**config.mk**
```make
export PLATFORM = sky130hd
export DESIGN_NAME = mtba_div
export DESIGN_NICKNAME = d
export VERILOG_FILES = /design/src/rtl/mtba_div.sv
export SDC_FILE = /design/constraint.sdc
export NUM_CORES = 1
export LEC_CHECK = 0
export ABC_AREA = 1
export BUFFER_PORTS_ARGS = -buffer_cell sky130_fd_sc_hd__buf_2
export CAP_MARGIN = 20
export CORE_MARGIN = 5
export CORE_UTILIZATION = 55
export CTS_CLUSTER_DIAMETER = 30
export DETAILED_ROUTE_END_ITERATION = 10
export PLACE_DENSITY = 0.9
export SLEW_MARGIN = 20
export SYNTH_ARGS = -nofsm -noshare
export SYNTH_HDL_FRONTEND = slang
export SYNTH_SLANG_ARGS = --single-unit
```
**constraint.sdc**
```tcl
create_clock -name clk -period 2.2 [get_ports clk]
set_clock_uncertainty 0.15 [all_clocks]
set_input_delay 0.33 -clock clk [delete_from_list [all_inputs] [get_ports clk]]
set_output_delay 0.33 -clock clk [all_outputs]
set_load 0.02 [all_outputs]
```
**src/rtl/mtba_div.sv**
```systemverilog
// Restoring divider, one quotient bit per cycle.
module mtba_div #(
    parameter int NUM_W = 37,
    parameter int DEN_W = 17
) (
    input  logic             clk,
    input  logic             rst_n,
    input  logic             start,
    input  logic [NUM_W-1:0] num,
    input  logic [DEN_W-1:0] den,
    output logic             done,
    output logic [NUM_W-1:0] quo
);

    localparam int CW = $clog2(NUM_W + 1);

    logic             busy_reg, busy_next;
    logic             done_reg, done_next;
    logic [CW-1:0]    cnt_reg, cnt_next;
    logic [NUM_W-1:0] q_reg, q_next;
    logic [DEN_W:0]   rem_reg, rem_next;
    logic [DEN_W-1:0] den_reg, den_next;
    logic [DEN_W:0]   rem_sh;

    // Shift one dividend bit into the remainder and subtract where it fits
    always_comb
    begin
        busy_next = busy_reg;
        done_next = 1'b0;
        cnt_next  = cnt_reg;
        q_next    = q_reg;
        rem_next  = rem_reg;
        den_next  = den_reg;
        rem_sh    = {rem_reg[DEN_W-1:0], q_reg[NUM_W-1]};
        if (start)
        begin
            busy_next = 1'b1;
            cnt_next  = CW'(NUM_W);
            q_next    = num;
            rem_next  = '0;
            den_next  = den;
        end
        else if (busy_reg)
        begin
            if (rem_sh >= {1'b0, den_reg})
            begin
                rem_next = rem_sh - {1'b0, den_reg};
                q_next   = {q_reg[NUM_W-2:0], 1'b1};
            end
            else
            begin
                rem_next = rem_sh;
                q_next   = {q_reg[NUM_W-2:0], 1'b0};
            end
            cnt_next = cnt_reg - CW'(1);
            if (cnt_reg == CW'(1))
            begin
                busy_next = 1'b0;
                done_next = 1'b1;
            end
        end
    end

    // Control state
    always_ff @(posedge clk or negedge rst_n)
    begin
        if (!rst_n)
        begin
            busy_reg <= 1'b0;
            done_reg <= 1'b0;
            cnt_reg  <= '0;
        end
        else
        begin
            busy_reg <= busy_next;
            done_reg <= done_next;
            cnt_reg  <= cnt_next;
        end
    end

    // Datapath
    always_ff @(posedge clk)
    begin
        q_reg   <= q_next;
        rem_reg <= rem_next;
        den_reg <= den_next;
    end

    assign done = done_reg;
    assign quo  = q_reg;

endmodule

```
**Yosys cells after proc, flatten, opt, wreduce, memory -nomap -nowiden**

Cells that the tools add are included.

- Bits in registers: 79
- Input bits: 57
- Output and inout bits: 38
- Logic and storage cells: 23

- Add/subtract/negate cells: 2
- Order comparisons: 1
- Equality and inequality tests: 1
- Mux-type cells: 12
- Reduce and logical (&&, ||, !) cells: 1

Operators with widths:

| kind | count |
|---|---|
| 37-bit two-way mux | 2 |
| 18-bit by 17-bit >= comparator with 1-bit output | 1 |
| 17-bit two-way mux | 1 |
| 17-bit subtractor | 1 |
| 6-bit two-way mux | 2 |
| 1-bit two-way mux | 7 |
| 6-bit by 1-bit equality test with 1-bit output (second input constant) | 1 |
| 6-bit by 1-bit subtractor with 6-bit output (second input constant) | 1 |
| 2-bit nonzero test | 1 |

**Depth between registers and ports, before layout**

- Depth after elaboration: 4
- Depth in mapped cells: 15
- Mapped depth without buffers: 15

**Worst setup path after synthesis**

OpenSTA, ideal clock, no wires.

- Kind: register -> register
- Start point: register q_reg[36] (netlist: quo[36])
- End point: register q_reg[0] (netlist: quo[0]) (data pin)
- Library setup time: 268 ps
- Arrival: 1799 ps
- Data required time: 1782 ps
- Slack: -17 ps
- Stages on the path, launching flop included: 11
- Path buffers: 2
- Period minus slack after synthesis: 2217 ps
- Path through: edfxtp_1 inv_1 ha_1 inv_1 fa_1 nand3_1 nand3_1 nand2_2 buf_6 buf_6 a31oi_1

- Word-level cells in the longest chain between the ends: 4

Ends and longest elaborated chain:

| item | RTL line | RTL |
|---|---|---|
| start, declared | 20 | `logic [NUM_W-1:0] q_reg, q_next;` |
| start signal, assigned | 84 | `q_reg <= q_next;` |
| 18-bit by 17-bit >= comparator with 1-bit output | 45 | `if (rem_sh >= {1'b0, den_reg})` |
| 1-bit two-way mux | 45 |  |
| 37-bit two-way mux | 43 | `else if (busy_reg)` |
| 37-bit two-way mux | 35 | `if (start)` |
| named net q_next[0] | 20 |  |

The timed path passes the listed nets, and every way through them passes these cells. The select of a mux whose other input is x is not followed.
A chain may end at the register's enable or synchronous reset.

**Worst setup path after layout**

- Start point: register den_reg[7]
- End point: register rem_reg[0]

- Word-level cells in the longest chain between the ends: 2

Ends and longest elaborated chain:

| item | RTL line | RTL |
|---|---|---|
| start, declared | 22 | `logic [DEN_W-1:0] den_reg, den_next;` |
| start signal, assigned | 86 | `den_reg <= den_next;` |
| 18-bit by 17-bit >= comparator with 1-bit output | 45 |  |
| 17-bit two-way mux | 45 |  |
| end signal, assigned | 85 | `rem_reg <= rem_next;` |
| end, declared | 21 | `logic [DEN_W:0] rem_reg, rem_next;` |

Every way passes these cells.

==> impl_metrics.csv <==
group,metric,value,unit
status,outcome,"complete, no violations",
global_routing,grt_max_degree,42,
hold_path,hold_class,"in2reg",
route,viasPerCell,5.19,
logic_synthesis,syn_avg_cell_area,7.79,sq um
critical_path,worst_ep_arrival_time,2.24,ns
timing,period_needed,2.16,ns
timing,hold_viol,0,
cts,htree_levels,3,
cells_and_area,area_growth,26.9,%
logic_synthesis,synth_top_family_by_area,"simple AND/OR/NAND/NOR gates",
cells_and_area,final_nets,769,
critical_path,path_class,"reg2reg",
route,drtPass1Iterations,5,
pwr,p_switching,2.45,mW
cells_and_area,largest_reg_flops,37,
cts,clock-sinks,79,
logic_synthesis,synth_top_flop_cell,"edfxtp_1",
logic_synthesis,synth-xor-area-share,1.39,%
route,wl_per_cell,14.7,um
route,drtIter0Drc,256,
pwr,power_frac_clock,19.3,%
pwr,combPwrFrac,46.3,%
critical_path,worst-path-max-fanout,9,
logic_synthesis,synth_mux_area_share,0,%
route,dr_total_vias,4144,
logic_synthesis,yosysTopAreaCell,"edfxtp_1",
pwr,power_density,1060,nW/um^2
pwr,p_int,3.49,mW
timing,max_freq,0.463,GHz
floorplan,rows,32,
cells_and_area,fin_area,5590,sq um
route,ant_nets,0,
logic_synthesis,yosys.area_share.adder,5.85,%
pwr,ir_drop,0.559,mV
cts,cts_tree,"yes",
critical_path,critPathMaxStageDelay,0.34,ns
critical_path,crit_required,2.28,ns
logic_synthesis,yosysTopAreaCellShare,36.8,%
timing,slew_viol_final,0,
pwr,p_leak,2.96,nW
floorplan,die_w,99.5,um
cts,cts_buffers,9,
route,drc,0,
route,top_layer_used,"met4",
logic_synthesis,yosys_register_bits,79,
floorplan,die_area,9900,sq um
floorplan,boundaryPins,95,
pwr,swShare,41.3,%
floorplan,start_util,56.7,%
cts,clk_pin_slew_worst_paths,0.10,ns
timing,setup_viol,0,
pwr,pwr-share-seq,34.4,%
timing,final.period_utilization,98.1,%
route,met2_length,5.72,mm
placement,port_buffers,94,
critical_path,cp_slowest_cell,"ha_1",
logic_synthesis,synth.yosys.warnings,0,
global_routing,grt_pass1_vias,4047,
placement,dp_hpwl,8.17,mm
global_routing,grt_use_total,23.2,%
critical_path,crit_family,"simple AND/OR/NAND/NOR gates",
critical_path,worstPathCellList,"inv_1, ha_1, nand2_1, inv_1, nand3_1, o21bai_1, nor2_2, buf_4, buf_6, nand3_1, nand3_1, o21ai_0",
logic_synthesis,synth_simple_gate_area_share,31.3,%
logic_synthesis,synth_area_leaders,"edfxtp_1 37%, nand2_1 21%, dfxtp_1 7.7%",
pwr,total_power,5.94,mW
critical_path,reg2reg_depth,12,
global_routing,grt-ovfl-total,0,
global_routing,antenna_found_initial,0,
logic_synthesis,syn_inst,566,
route,wl_met1,4.86,mm
cells_and_area,fillers,596,
floorplan,fp.dieH,99.5,um
timing,timing.slew.headroom,72.6,%
cts,root_buffer,"clkbuf_8",
placement,gp_congestion,0.896,
cells_and_area,drive_gt1_share,22.8,%
critical_path,cp-end-kind,"register",
logic_synthesis,synthesis.nets,643,
logic_synthesis,yosysSeqAreaShare,49.1,%
logic_synthesis,yosysUniqueCellTypes,25,
cells_and_area,diodes,0,
cts,cts_max_path_buffers,2,
timing,tightest_slew,0.411,ns
floorplan,core_area,7770,sq um
critical_path,cp_common_cell,"nand3_1",
critical_path,startpoint_type,"register",
logic_synthesis,synth-async-reset-ratio,10.1,%
global_routing,grt_first_pass_wirelength,18.2,mm
placement,place_area,5010,sq um
logic_synthesis,synth_compound_area_share,3.35,%
logic_synthesis,synth-edff-count,54,
hold_path,min_path_cells,3,
logic_synthesis,syn-cell-area,4410,sq um
cts,clk-insertion-delay-late,0.37,ns
critical_path,path_buf_inv,4,
route,routed_wl,11.7,mm
flow_run,max_cap_viol_count,0,
critical_path,cp.depth,12,
route,met3_length,938,um
[Yosys cell counts, drive strengths merged, types with 8 or more instances]
master,count
edfxtp,54
a21oi,12
nand2,245
dfxtp,17
nand3b,9
dfrtp,8
ha,19
nand3,45
o21ai,12
nor2,28
inv,80
clkbuf,9
[power groups by stage]
stage / Clock [mW] / Sequential (mW) / Combinational [mW]
4_1_cts: 1.16 / 2.03 / 2.46
5_1_grt: 1.23 / 2.08 / 3.05
6_report: 1.15 / 2.04 / 2.75
3_5_place_dp: 0 / 2.05 / 2.41
3_3_place_gp: 0 / 2.05 / 2.34
2_1_floorplan: 0 / 2.11 / 1.78
[tightest hold or removal path: cells and delay by family]
family | cells | cell delay [ns]
buf+inv | 1 | 0.08
simple gates | 2 | 0.09
[final timing paths]
kind / start / end / slack [ns]
max in group asynchronous: rst_n / cnt_reg[3] / 1.55
min in group asynchronous: rst_n / cnt_reg[4] / 0.17
setup / recovery: den_reg[7] / rem_reg[0] / 0.04
hold / removal: num[17] / quo[17] / 0.08
setup reg to reg: den_reg[7] / rem_reg[0] / 0.04
hold reg to reg: rem_reg[16] / rem_reg[16] / 0.33
[cell usage in the layout (no fill, tap or decap), drive strengths merged, types with 12 or more instances in the layout]
cell type | Yosys | routed
o21ai | 12 | 12
dfxtp | 17 | 17
nand3 | 45 | 45
dlygate4sd3 | 0 | 18
ha | 19 | 19
nand2 | 245 | 245
a21oi | 12 | 12
buf | 7 | 112
nor2 | 28 | 28
edfxtp | 54 | 54
inv | 80 | 82
[final cells by class]
type | instances | area [sq um] | share of cell area [%]
inverters | 80 | 300 | 5.37
clock buffers | 10 | 128 | 2.28
multi-input cells | 391 | 1980 | 35.3
flip-flops and latches | 79 | 2160 | 38.6
repair buffers | 131 | 831 | 14.9
clock inverters | 6 | 68.8 | 1.23
well taps | 102 | 128 | 2.28
[cell families (layout without fill, tap and decap cells)]
logic type,Yosys count,after routing
buffers and inverters,96,227
adders and majority gates,20,20
xor gates and xnor gates,7,7
AOI/OAI and AO/OA,28,28
DFF,79,79
and+or+nand+nor,336,336
[metrics by stage]
step | utilization [%] | cells | hold slack [ns] | setup slack, ns | setup TNS, ns
floorplan | - | 566 | -0.116 | 0.0454 | 0
global placement | 64.4 | 759 | 0.0309 | 0.107 | 0
detailed placement | 64.4 | 759 | 0.0379 | 0.0152 | 0
CTS | 69.6 | 794 | 0.0678 | 0.00651 | 0
global route | 72.0 | 799 | 0.0679 | -0.0727 | -0.251
finish | 72.0 | 799 | 0.0787 | 0.0419 | 0
[what timing repair did]
item	CTS	global route
endpoints found under the setup margin	3	18
gates resized for setup	4	34
hold endpoints to repair	25	0
setup buffers	1	4
cloned	0	1
hold buffers	18	0
pin swaps	2	9
[metal layers]
metal / vias to the layer above / global-route usage, %
met5: - / 0
met4: 0 / 6.83
met3: 26 / 7.08
met2: 182 / 39.6
met1: 1905 / 28.3
li1: 2031 / -
No activity file was read; power rests on OpenSTA's default activity.
